==> src/rtl/ddo_pkg.sv <==
package ddo_pkg;

    localparam int CORDIC_STEPS = 16;
    localparam int POS_BITS     = 32;
    localparam int MUL_BITS     = 32;
    localparam int DIV_BITS     = 64;

    localparam logic [31:0] PI_Q24       = 32'd52707179;
    localparam logic [31:0] PI_Q16       = 32'd205887;
    localparam logic [31:0] MICRO        = 32'd1000000;
    localparam logic [31:0] MILLI        = 32'd1000;
    localparam logic signed [23:0] INV_GAIN_Q20 = 24'sd636751;

    localparam logic [1:0] CFG_RADIUS = 2'd0;
    localparam logic [1:0] CFG_TRACK  = 2'd1;
    localparam logic [1:0] CFG_PPR    = 2'd2;

    localparam logic signed [63:0] POS_MAX = (64'sd1 <<< (POS_BITS - 1)) - 64'sd1;
    localparam logic signed [63:0] POS_MIN = -POS_MAX - 64'sd1;

    typedef logic signed [POS_BITS-1:0] t_pos;

    typedef struct packed {
        logic [15:0] left_pulses;
        logic [15:0] right_pulses;
        logic [23:0] elapsed_us;
    } t_in_item;

    typedef struct packed {
        logic signed [31:0] pos_x_um;
        logic signed [31:0] pos_y_um;
        logic [15:0]        heading_angle;
        logic signed [31:0] lin_speed_mm_s;
        logic signed [31:0] ang_speed_mrad_s;
    } t_out_item;

    // atan(2^-i) as a binary angle, 2^32 per turn
    function automatic logic [31:0] atan_lut(input logic [4:0] idx);
        logic [31:0] v;
        case (idx)
            5'd0:  v = 32'h20000000;
            5'd1:  v = 32'h12E4051E;
            5'd2:  v = 32'h09FB385B;
            5'd3:  v = 32'h051111D4;
            5'd4:  v = 32'h028B0D43;
            5'd5:  v = 32'h0145D7E1;
            5'd6:  v = 32'h00A2F61E;
            5'd7:  v = 32'h00517C55;
            5'd8:  v = 32'h0028BE53;
            5'd9:  v = 32'h00145F2F;
            5'd10: v = 32'h000A2F98;
            5'd11: v = 32'h000517CC;
            5'd12: v = 32'h00028BE6;
            5'd13: v = 32'h000145F3;
            5'd14: v = 32'h0000A2FA;
            5'd15: v = 32'h0000517D;
            5'd16: v = 32'h000028BE;
            5'd17: v = 32'h0000145F;
            5'd18: v = 32'h00000A30;
            5'd19: v = 32'h00000518;
            5'd20: v = 32'h0000028C;
            5'd21: v = 32'h00000146;
            5'd22: v = 32'h000000A3;
            5'd23: v = 32'h00000051;
            default: v = 32'h0;
        endcase
        return v;
    endfunction

    function automatic t_pos sat_pos(input logic signed [63:0] v);
        logic signed [63:0] c;
        c = v;
        if (v > POS_MAX) c = POS_MAX;
        if (v < POS_MIN) c = POS_MIN;
        return POS_BITS'(c);
    endfunction

    function automatic logic signed [31:0] sat32(input t_pos v);
        logic signed [63:0] e;
        logic signed [63:0] c;
        e = 64'(v);
        c = e;
        if (e > 64'sd2147483647) c = 64'sd2147483647;
        if (e < -64'sd2147483648) c = -64'sd2147483648;
        return 32'(c);
    endfunction

endpackage

==> src/rtl/ddo_in_if.sv <==
interface ddo_in_if;
    logic               valid;
    logic               ready;
    ddo_pkg::t_in_item  data;
    modport source(output valid, output data, input ready);
    modport sink(input valid, input data, output ready);
endinterface

==> src/rtl/ddo_out_if.sv <==
interface ddo_out_if;
    logic               valid;
    logic               ready;
    ddo_pkg::t_out_item data;
    modport source(output valid, output data, input ready);
    modport sink(input valid, input data, output ready);
endinterface

==> src/rtl/diff_drive_odometry.sv <==
// each item runs 11 multiplies, 5 divides and CORDIC_STEPS CORDIC steps in sequence;
// multiplies and divides share the 65-bit add/subtract unit, one multiplier bit or quotient bit per cycle
// a new item is taken only when idle, after the last item is through, and also while the last result waits
// reset (synchronous, active low): registers to 50/200/8, pose and heading to zero
// result register empty after reset
module diff_drive_odometry (
    input  logic        i_clk,
    input  logic        i_rst_n,
    input  logic        i_cfg_we,
    input  logic [1:0]  i_cfg_idx,
    input  logic [12:0] i_cfg_data,
    ddo_in_if.sink      i_in,
    ddo_out_if.source   o_out
);
    localparam logic [2:0] S_IDLE = 3'd0;
    localparam logic [2:0] S_NEXT = 3'd1;
    localparam logic [2:0] S_MUL  = 3'd2;
    localparam logic [2:0] S_DIV  = 3'd3;
    localparam logic [2:0] S_CORD = 3'd4;
    localparam logic [2:0] S_FIN  = 3'd5;

    localparam logic [4:0] PH_R1000  = 5'd0;
    localparam logic [4:0] PH_SUMN   = 5'd1;
    localparam logic [4:0] PH_PI24   = 5'd2;
    localparam logic [4:0] PH_STEPD  = 5'd3;
    localparam logic [4:0] PH_CORD   = 5'd4;
    localparam logic [4:0] PH_MULC   = 5'd5;
    localparam logic [4:0] PH_UPDX   = 5'd6;
    localparam logic [4:0] PH_UPDY   = 5'd7;
    localparam logic [4:0] PH_RAD    = 5'd8;
    localparam logic [4:0] PH_HDIV   = 5'd9;
    localparam logic [4:0] PH_HUPD   = 5'd10;
    localparam logic [4:0] PH_PI16   = 5'd11;
    localparam logic [4:0] PH_URDIV  = 5'd12;
    localparam logic [4:0] PH_URAD   = 5'd13;
    localparam logic [4:0] PH_LINDIV = 5'd14;
    localparam logic [4:0] PH_LIN    = 5'd15;
    localparam logic [4:0] PH_ANGDIV = 5'd16;
    localparam logic [4:0] PH_ANG    = 5'd17;

    localparam logic [5:0] MUL_LAST  = 6'(ddo_pkg::MUL_BITS - 1);
    localparam logic [5:0] DIV_LAST  = 6'(ddo_pkg::DIV_BITS - 1);
    localparam logic [5:0] CORD_LAST = 6'(ddo_pkg::CORDIC_STEPS - 1);

    logic [2:0]  r_state, n_state;
    logic [4:0]  r_ph, n_ph;
    logic [5:0]  r_cnt, n_cnt;
    logic [63:0] r_acc, n_acc;
    logic [63:0] r_a, n_a;
    logic [31:0] r_m, n_m;
    logic [63:0] r_rem, n_rem;
    logic signed [23:0] r_cx, n_cx;
    logic signed [23:0] r_cy, n_cy;
    logic signed [32:0] r_cz, n_cz;
    logic [39:0] r_step, n_step;
    logic [25:0] r_rad, n_rad;
    logic [24:0] r_pd, n_pd;
    logic [47:0] r_urad, n_urad;
    logic [31:0] r_lin, n_lin;
    logic [31:0] r_ang, n_ang;
    logic [15:0] r_nl, r_nr;
    logic [23:0] r_dt;
    ddo_pkg::t_pos r_xa, n_xa;
    ddo_pkg::t_pos r_ya, n_ya;
    logic [31:0] r_hd, n_hd;
    logic [9:0]  r_radius;
    logic [11:0] r_track;
    logic [12:0] r_ppr;
    logic        r_ovalid, n_ovalid;
    ddo_pkg::t_out_item r_out, n_out;

    logic [9:0]  rad_eff;
    logic [11:0] trk_eff;
    logic [12:0] ppr_eff;
    logic        turn_neg;
    logic [15:0] diff_abs;
    logic        in_take;

    // shared add/subtract unit
    logic [64:0] alu_a, alu_b, alu_y;
    logic        alu_sub;

    logic signed [23:0] cx_sh, cy_sh;
    logic signed [32:0] atan_v;
    logic signed [24:0] cos_v, sin_v, cs_v;
    logic        cs_neg;
    logic [31:0] cs_mag;
    logic [63:0] rnd;
    logic signed [63:0] dpos, pos_sum;
    logic        ang_big;

    assign rad_eff  = (r_radius == '0) ? 10'd1 : r_radius;
    assign trk_eff  = (r_track == '0) ? 12'd1 : r_track;
    assign ppr_eff  = (r_ppr == '0) ? 13'd1 : r_ppr;
    assign turn_neg = r_nr < r_nl;
    assign diff_abs = turn_neg ? (r_nl - r_nr) : (r_nr - r_nl);
    assign in_take  = i_in.valid && i_in.ready;

    assign i_in.ready  = (r_state == S_IDLE);
    assign o_out.valid = r_ovalid;
    assign o_out.data  = r_out;

    always_comb begin
        alu_sub = (r_state == S_DIV);
        if (alu_sub) begin
            alu_a = {r_rem, r_acc[63]};
            alu_b = {1'b0, r_a};
        end else begin
            alu_a = {1'b0, r_acc[62:0], 1'b0};
            alu_b = r_m[31] ? {1'b0, r_a} : '0;
        end
        alu_y = alu_sub ? (alu_a - alu_b) : (alu_a + alu_b);
    end

    always_comb begin
        cx_sh  = r_cx >>> r_cnt[4:0];
        cy_sh  = r_cy >>> r_cnt[4:0];
        atan_v = 33'(ddo_pkg::atan_lut(r_cnt[4:0]));
    end

    // quadrant fold of the rotated vector
    always_comb begin
        unique case (r_hd[31:30])
            2'd0: begin cos_v = 25'(r_cx);  sin_v = 25'(r_cy);  end
            2'd1: begin cos_v = -25'(r_cy); sin_v = 25'(r_cx);  end
            2'd2: begin cos_v = -25'(r_cx); sin_v = -25'(r_cy); end
            default: begin cos_v = 25'(r_cy); sin_v = -25'(r_cx); end
        endcase
        cs_v   = (r_ph == PH_MULC) ? cos_v : sin_v;
        cs_neg = cs_v[24];
        cs_mag = 32'(cs_neg ? -cs_v : cs_v);
    end

    // x takes the sign of cos, y the sign of sin
    always_comb begin
        rnd     = (r_acc + 64'h80000) >> 20;
        dpos    = ((r_ph == PH_UPDX) ? cos_v[24] : sin_v[24]) ? -$signed(rnd) : $signed(rnd);
        pos_sum = ((r_ph == PH_UPDX) ? 64'(r_xa) : 64'(r_ya)) + dpos;
        ang_big = |r_acc[63:31];
    end

    always_comb begin
        n_state  = r_state;
        n_ph     = r_ph;
        n_cnt    = r_cnt;
        n_acc    = r_acc;
        n_a      = r_a;
        n_m      = r_m;
        n_rem    = r_rem;
        n_cx     = r_cx;
        n_cy     = r_cy;
        n_cz     = r_cz;
        n_step   = r_step;
        n_rad    = r_rad;
        n_pd     = r_pd;
        n_urad   = r_urad;
        n_lin    = r_lin;
        n_ang    = r_ang;
        n_xa     = r_xa;
        n_ya     = r_ya;
        n_hd     = r_hd;
        n_out    = r_out;
        n_ovalid = r_ovalid && !o_out.ready;

        unique case (r_state)
            S_IDLE: begin
                if (in_take) begin
                    n_state = S_NEXT;
                    n_ph    = PH_R1000;
                end
            end
            S_MUL: begin
                n_acc = alu_y[63:0];
                n_m   = {r_m[30:0], 1'b0};
                n_cnt = r_cnt + 6'd1;
                if (r_cnt == MUL_LAST) n_state = S_NEXT;
            end
            S_DIV: begin
                n_rem = alu_y[64] ? alu_a[63:0] : alu_y[63:0];
                n_acc = {r_acc[62:0], !alu_y[64]};
                n_cnt = r_cnt + 6'd1;
                if (r_cnt == DIV_LAST) n_state = S_NEXT;
            end
            S_CORD: begin
                if (!r_cz[32]) begin
                    n_cx = r_cx - cy_sh;
                    n_cy = r_cy + cx_sh;
                    n_cz = r_cz - atan_v;
                end else begin
                    n_cx = r_cx + cy_sh;
                    n_cy = r_cy - cx_sh;
                    n_cz = r_cz + atan_v;
                end
                n_cnt = r_cnt + 6'd1;
                if (r_cnt == CORD_LAST) n_state = S_NEXT;
            end
            S_FIN: begin
                if (!r_ovalid || o_out.ready) begin
                    n_out.pos_x_um         = ddo_pkg::sat32(r_xa);
                    n_out.pos_y_um         = ddo_pkg::sat32(r_ya);
                    n_out.heading_angle    = r_hd[31:16];
                    n_out.lin_speed_mm_s   = r_lin;
                    n_out.ang_speed_mrad_s = r_ang;
                    n_ovalid               = 1'b1;
                    n_state                = S_IDLE;
                end
            end
            default: begin
                // S_NEXT: take the last result and launch the next operation
                n_cnt   = '0;
                n_rem   = '0;
                n_ph    = r_ph + 5'd1;
                n_state = S_MUL;
                case (r_ph) inside
                    PH_R1000: begin
                        n_a = 64'(rad_eff); n_m = ddo_pkg::MILLI; n_acc = '0;
                    end
                    PH_SUMN: begin
                        n_a = r_acc; n_m = 32'(17'(r_nl) + 17'(r_nr)); n_acc = '0;
                    end
                    PH_PI24: begin
                        n_a = r_acc; n_m = ddo_pkg::PI_Q24; n_acc = '0;
                    end
                    PH_STEPD: begin
                        n_acc   = r_acc + (64'(ppr_eff) << 23);
                        n_a     = 64'(ppr_eff) << 24;
                        n_state = S_DIV;
                    end
                    PH_CORD: begin
                        n_step  = r_acc[39:0];
                        n_cx    = ddo_pkg::INV_GAIN_Q20;
                        n_cy    = '0;
                        n_cz    = {3'b000, r_hd[29:0]};
                        n_state = S_CORD;
                    end
                    PH_MULC: begin
                        n_a = 64'(r_step); n_m = cs_mag; n_acc = '0;
                    end
                    PH_UPDX: begin
                        n_xa = ddo_pkg::sat_pos(pos_sum);
                        n_a = 64'(r_step); n_m = cs_mag; n_acc = '0;
                    end
                    PH_UPDY: begin
                        n_ya = ddo_pkg::sat_pos(pos_sum);
                        n_a = 64'(rad_eff); n_m = 32'(diff_abs); n_acc = '0;
                    end
                    PH_RAD: begin
                        n_rad = r_acc[25:0];
                        n_a = 64'(ppr_eff); n_m = 32'(trk_eff); n_acc = '0;
                    end
                    PH_HDIV: begin
                        n_pd    = r_acc[24:0];
                        n_acc   = (64'(r_rad) << 31) + 64'(r_acc[24:1]);
                        n_a     = 64'(r_acc[24:0]);
                        n_state = S_DIV;
                    end
                    PH_HUPD: begin
                        n_hd = turn_neg ? (r_hd - r_acc[31:0]) : (r_hd + r_acc[31:0]);
                        n_a = 64'(r_rad); n_m = ddo_pkg::MICRO; n_acc = '0;
                    end
                    PH_PI16: begin
                        n_a = r_acc; n_m = ddo_pkg::PI_Q16; n_acc = '0;
                    end
                    PH_URDIV: begin
                        n_acc   = r_acc + (64'(r_pd) << 15);
                        n_a     = 64'(r_pd) << 16;
                        n_state = S_DIV;
                    end
                    PH_URAD: begin
                        n_urad = r_acc[47:0];
                        n_a = 64'(r_step); n_m = ddo_pkg::MILLI; n_acc = '0;
                    end
                    PH_LINDIV, PH_ANGDIV: begin
                        n_acc   = r_acc + 64'(r_dt[23:1]);
                        n_a     = 64'(r_dt);
                        n_state = S_DIV;
                    end
                    PH_LIN: begin
                        n_lin = ang_big ? 32'h7FFFFFFF : r_acc[31:0];
                        n_a = 64'(r_urad); n_m = ddo_pkg::MILLI; n_acc = '0;
                    end
                    default: begin
                        if (!turn_neg) n_ang = ang_big ? 32'h7FFFFFFF : r_acc[31:0];
                        else n_ang = ang_big ? 32'h80000000 : -r_acc[31:0];
                        n_state = S_FIN;
                    end
                endcase
            end
        endcase
    end

    always_ff @(posedge i_clk) begin
        r_cnt  <= n_cnt;
        r_acc  <= n_acc;
        r_a    <= n_a;
        r_m    <= n_m;
        r_rem  <= n_rem;
        r_cx   <= n_cx;
        r_cy   <= n_cy;
        r_cz   <= n_cz;
        r_step <= n_step;
        r_rad  <= n_rad;
        r_pd   <= n_pd;
        r_urad <= n_urad;
        r_lin  <= n_lin;
        r_ang  <= n_ang;
        r_out  <= n_out;
        if (in_take) begin
            r_nl <= i_in.data.left_pulses;
            r_nr <= i_in.data.right_pulses;
            r_dt <= (i_in.data.elapsed_us == '0) ? 24'd1 : i_in.data.elapsed_us;
        end
    end

    always_ff @(posedge i_clk) begin
        if (!i_rst_n) begin
            r_state  <= S_IDLE;
            r_ph     <= PH_R1000;
            r_ovalid <= 1'b0;
            r_xa     <= '0;
            r_ya     <= '0;
            r_hd     <= '0;
            r_radius <= 10'd50;
            r_track  <= 12'd200;
            r_ppr    <= 13'd8;
        end else begin
            r_state  <= n_state;
            r_ph     <= n_ph;
            r_ovalid <= n_ovalid;
            r_xa     <= n_xa;
            r_ya     <= n_ya;
            r_hd     <= n_hd;
            if (i_cfg_we) begin
                unique case (i_cfg_idx)
                    ddo_pkg::CFG_RADIUS: r_radius <= i_cfg_data[9:0];
                    ddo_pkg::CFG_TRACK:  r_track  <= i_cfg_data[11:0];
                    ddo_pkg::CFG_PPR:    r_ppr    <= i_cfg_data;
                    default: ;
                endcase
            end
        end
    end

    a_div_nonzero: assert property (@(posedge i_clk) disable iff (!i_rst_n)
        r_state == S_DIV |-> r_a != '0)
        else $error("divide by zero in shared unit");

    a_cord_count: assert property (@(posedge i_clk) disable iff (!i_rst_n)
        r_state == S_CORD |-> r_cnt <= CORD_LAST)
        else $error("cordic step count out of range");

    a_start: assert property (@(posedge i_clk) disable iff (!i_rst_n)
        in_take |=> r_state == S_NEXT && r_ph == PH_R1000)
        else $error("item did not start the sequence");

    a_fin_load: assert property (@(posedge i_clk) disable iff (!i_rst_n)
        r_state == S_FIN && !r_ovalid |=> r_ovalid && r_state == S_IDLE)
        else $error("result not loaded");

endmodule
==> src/flat_wrapper.sv <==
// flat-port wrapper written by rule: the top's interface ports become plain ports
module diff_drive_odometry_flat 
  (i_clk, i_rst_n, i_cfg_we, i_cfg_idx, i_cfg_data, i_in_valid, i_in_data, i_in_ready, o_out_valid, o_out_data, o_out_ready);
  ddo_in_if i_in_i ();
  ddo_out_if o_out_i ();
  input  logic i_clk;
  input  logic i_rst_n;
  input  logic i_cfg_we;
  input  logic [1:0] i_cfg_idx;
  input  logic [12:0] i_cfg_data;
  input wire logic [$bits(i_in_i.valid)-1:0] i_in_valid;
  input wire logic [$bits(i_in_i.data)-1:0] i_in_data;
  output wire logic [$bits(i_in_i.ready)-1:0] i_in_ready;
  output wire logic [$bits(o_out_i.valid)-1:0] o_out_valid;
  output wire logic [$bits(o_out_i.data)-1:0] o_out_data;
  input wire logic [$bits(o_out_i.ready)-1:0] o_out_ready;
  assign i_in_i.valid = i_in_valid;
  assign i_in_i.data = i_in_data;
  assign i_in_ready = i_in_i.ready;
  assign o_out_valid = o_out_i.valid;
  assign o_out_data = o_out_i.data;
  assign o_out_i.ready = o_out_ready;
  diff_drive_odometry u_core (.i_clk(i_clk), .i_rst_n(i_rst_n), .i_cfg_we(i_cfg_we), .i_cfg_idx(i_cfg_idx), .i_cfg_data(i_cfg_data), .i_in(i_in_i), .o_out(o_out_i));
endmodule
==> config.mk <==
export PLATFORM = sky130hd
export DESIGN_NAME = diff_drive_odometry_flat
export DESIGN_NICKNAME = d
export VERILOG_FILES = /design/src/rtl/ddo_pkg.sv /design/src/rtl/ddo_in_if.sv /design/src/rtl/ddo_out_if.sv /design/src/rtl/diff_drive_odometry.sv /design/src/flat_wrapper.sv
export SDC_FILE = /design/constraint.sdc
export NUM_CORES = 2
export LEC_CHECK = 0
export BUFFER_PORTS_ARGS = -buffer_cell sky130_fd_sc_hd__buf_2
export CAP_MARGIN = 20
export CORE_MARGIN = 10
export CORE_UTILIZATION = 50
export CTS_CLUSTER_DIAMETER = 50
export DETAILED_ROUTE_END_ITERATION = 8
export HOLD_SLACK_MARGIN = 0.02
export PLACE_DENSITY = 0.63
export SYNTH_ARGS = -nofsm -noshare
export SYNTH_HDL_FRONTEND = slang
export SYNTH_SLANG_ARGS = --single-unit
==> constraint.sdc <==
create_clock -name i_clk -period 9.2 [get_ports i_clk]
set_input_delay 0.46 -clock i_clk [delete_from_list [all_inputs] [get_ports i_clk]]
set_output_delay 0.46 -clock i_clk [all_outputs]
set_load 0.01 [all_outputs]
==> flow_summary.toml <==
[clock_network]
h-tree-depth = 4
cts_root_buf = "clkbuf_16"
clkLatencyLatePin_ns = 0.80
clock_sinks = 884
clock_path_buffers = 3
cts_tree = "done"
clk_pin_slew_ns = 0.06
cts_buffers = 134

[timing]
timing.final.ws_setup_ns = 0.425
finalHoldViolCount = 0
holdWs_ns = 0.0201
fin_setup_tns_ns = 0
tightest_slew_ns = 1.24
layout_min_cycle_time_ns = 8.78
slew_headroom_pct = 17.2
skew_ns = 0.0362
rsz0062_at_grt = "no"
setup-violations-final = 0
fmax_ghz = 0.114
drv_slew = 0
period_share_pct = 95.4

[grt]
grt_pass1_vias = 60600
grt_util_met2_pct = 54.0
grt.overflow.total = 0
grt_first_pass_wirelength_mm = 383
antenna_found_initial = 12
gr-usage-all-layers_pct = 32.6
grt-busiest-layer = "met2"
grt_max_degree = 87
gr-usage-met3_pct = 6.44
grtUsageMet1_pct = 39.8

[worst_setup_path]
critPathMaxStageDelay_ns = 0.55
crit_type = "reg -> reg"
cp-end-kind = "flop"
startpoint_type = "flop"
reg2regPathDepth = 30
r2r-start = "u_core.r_cy[1]"
critPathArrivalTime_ns = 9.43
r2r_slack_ns = 0.42
timing.rr.end = "u_core.r_xa[14]"
crit_required_ns = 9.86
cp_slowest_cell = "or4_1"
worstPathMaxFanout = 24

[final_layout]
fill_cells = 12500
multi_input_area_sq_mm = 0.0413
syn_to_final_growth_pct = 12.3
nNetsFinal = 8515
stdcell_count = 9968
drive_above_1_share_pct = 11.9
regArea_sq_mm = 0.0249
utilization_pct = 56.5

[placed_design]
gp_congestion = 0.973
dp_cells = 9644
place_ws_ns = 0.302
dp_hpwl_mm = 195
io_buffers = 221

[die]
io_pins = 222
die_w_um = 392
dieArea_sq_mm = 0.154
std_cell_rows = 136
die_y_um = 392
coreArea_sq_mm = 0.137
start_util_pct = 50.3

[drt]
drt_iter0_markers = 7190
avgViaCountPerCell = 6.51
ant_nets = 0
wl_per_cell_um = 26.2
firstDrtPassIters = 9
routed_wl_mm = 261
drc = 1
vias = 64900

[hold_path]
holdPathEnd = "u_core.r_radius[6]"
holdCritStartpoint = "i_cfg_idx[1]"
whs_path_depth = 4
hp-class = "in -> reg"

[yosys]
synth_top_family_by_area = "compound AO/OA/AOI/OAI gates"
synth_fa_ha_area_share_pct = 7.01
synthArstFlopShare_pct = 0
synth-simple-area-share_pct = 18.7
ys_seq_area_share_pct = 35.9
ys_ff_latch = 884
synth.avg_cell_area_sq_um = 8.63
synth-compound-area-share_pct = 22.5
ys_warn_count = 0
synthesis.area_sq_mm = 0.0691
syn_nets = 8470
synthMuxAreaShare_pct = 3.90
synth_xor_area_share_pct = 7.27
synthCells = 8014
synth_edf_count = 714
synth-main-ff-cell = "edfxtp_1"
yosys.cell_types.count = 103

[power_and_ir_drop]
ir_drop_mv = 0.435
p_leak_nw = 29.6
p_per_area_mw_per_mm2 = 375

[job]
max-cap-violations = 0

[outcome]
outcome = "finished, violations left"
violations = "DRC"
==> where the power goes <==
part / total, W / switching [W] / internal (W)
clock network: 0.00531 / 0.00219 / 0.00312
registers: 0.00635 / 0.000863 / 0.00549
logic: 0.0174 / 0.0114 / 0.00608
==> per-stage QoR <==
stage               total power [W]  cell area (sq um)
floorplan                    0.0179              69100
global placement             0.0232              72200
detailed placement           0.0233              72200
CTS                          0.0288              77500
global route                 0.0307              77600
finish                       0.0291              77600
==> routing by layer <==
| metal | up-vias | wire length (um) | part of all wire (%) |
|---|---|---|---|
| met5 | - | 53 | 0.020 |
| met4 | 8 | 16300 | 6.2 |
| met3 | 771 | 22500 | 8.6 |
| met2 | 3219 | 122000 | 47 |
| met1 | 31200 | 100000 | 38 |
| li1 | 29700 | - | - |
==> flip-flops by register name (all words and copies together), names as in the netlist, 25 cells and up <==
register           cells
u_core.r_hd           32
u_core.atan_v         30
u_core.r_lin          32
u_core.r_rad          26
u_core.r_cz           33
u_core.r_rem          64
u_core.r_a            64
u_core.r_m            32
u_core.r_acc          64
u_core.o_out.data    144
u_core.r_urad         48
u_core.r_xa           32
u_core.r_ang          32
u_core.r_pd           25
u_core.r_ya           32
u_core.r_step         40
==> kinds of logic after synthesis <==
family	after synthesis
AO/OA/AOI/OAI	2348
XOR/XNOR	571
adder cells (fa/ha/maj)	380
buffers and inverters	839
flip-flops	884
multiplexers	180
other	1
AND/OR/NAND/NOR	2811
==> area by class of cell <==
cell class                      instances  share of cell area [%]
Multi-Input combinational cell       6291                    53.3
Sequential cell                       884                    32.0
Timing Repair Buffer                  525                    4.75
Clock buffer                          154                    4.52
Tap cell                             1794                    2.89
Clock inverter                         94                    1.48
Inverter                              223                    1.08
Antenna cell                            3                 0.00967
==> critical path: cells and delay by family (launching register included) <==
| kind | cells | cell delay [ns] |
|---|---|---|
| XOR/XNOR | 1 | 0.16 |
| AO/OA/AOI/OAI | 13 | 3.31 |
| buffers and inverters | 2 | 0.34 |
| AND/OR/NAND/NOR | 12 | 3.74 |
| flip-flops | 1 | 0.49 |
| adder cells (fa/ha/maj) | 2 | 0.56 |
==> placed cells by master (no fill, tap or decap), types with 68 or more instances in the layout <==
cell and count:
a21oi_1 630, mux4_2 69, a21o_1 126, buf_4 222, or3_1 69, dfxtp_1 167, and3_1 92, nand2b_1 87
nor2_1 638, nor4_1 70, xor2_1 238, mux2i_1 86, nor3_1 195, ha_1 368, nand3_1 231, dlygate4sd3_1 68
o21bai_1 77, and2_1 82, nand2_1 1063, buf_2 223, xnor2_1 330, o21ai_0 465, o31ai_1 112, a211oi_1 83
a31oi_1 94, a22oi_1 93, edfxtp_1 714, clkbuf_16 136, o22ai_1 78, inv_1 217
==> what timing repair did <==
action                     CTS  global route
buffers inserted             0             1
hold endpoints to repair    90             0
setup endpoints to repair    0            62
gates resized for setup      0             2
hold buffers                68             0
==> worst max path at each step <==
| stage | from | endpoint | slack (ns) | cells after the start |
|---|---|---|---|---|
| 5_1_grt | u_core.r_cy[1] | u_core.r_ya[11] | 0.02 | 29 |
| 3_3_place_gp | u_core.r_cx[16] | u_core.r_ya[15] | 0.46 | 28 |
| 2_1_floorplan | u_core.r_ph[0] | u_core.r_cx[0] | 1.52 | 7 |
| 6_report | u_core.r_cy[1] | u_core.r_xa[14] | 0.42 | 30 |
| 3_5_place_dp | u_core.r_cx[16] | u_core.r_ya[18] | 0.30 | 27 |
| 4_1_cts | u_core.r_cx[16] | u_core.r_xa[14] | 0.28 | 28 |
==> synth_stat cells (64+ instances only) <==
cell	count	area share [%]
mux4_2	69	2.2
xor2_1	239	3.0
a31oi_1	94	0.85
nand3_1	232	1.7
o21ai_0	467	3.4
nor2b_1	64	0.58
a22oi_1	93	1.0
nand2b_1	87	0.79
nor3_1	201	1.5
and3_1	94	0.85
nor4_1	73	0.66
edfxtp_1	714	31
ha_1	368	6.7
o21bai_1	77	0.84
mux2i_1	86	1.2
o22ai_1	79	0.71
a21oi_1	632	4.6
xnor2_1	330	4.2
dfxtp_1	170	4.9
a21o_1	126	1.4
nor2_1	646	3.5
o31ai_1	112	1.2
or3_1	69	0.62
and2_1	83	0.75
a211oi_1	83	0.90
clkbuf_1	527	2.9
inv_1	217	1.2
nand2_1	1069	5.8
No activity file was read; power rests on OpenSTA's default activity.
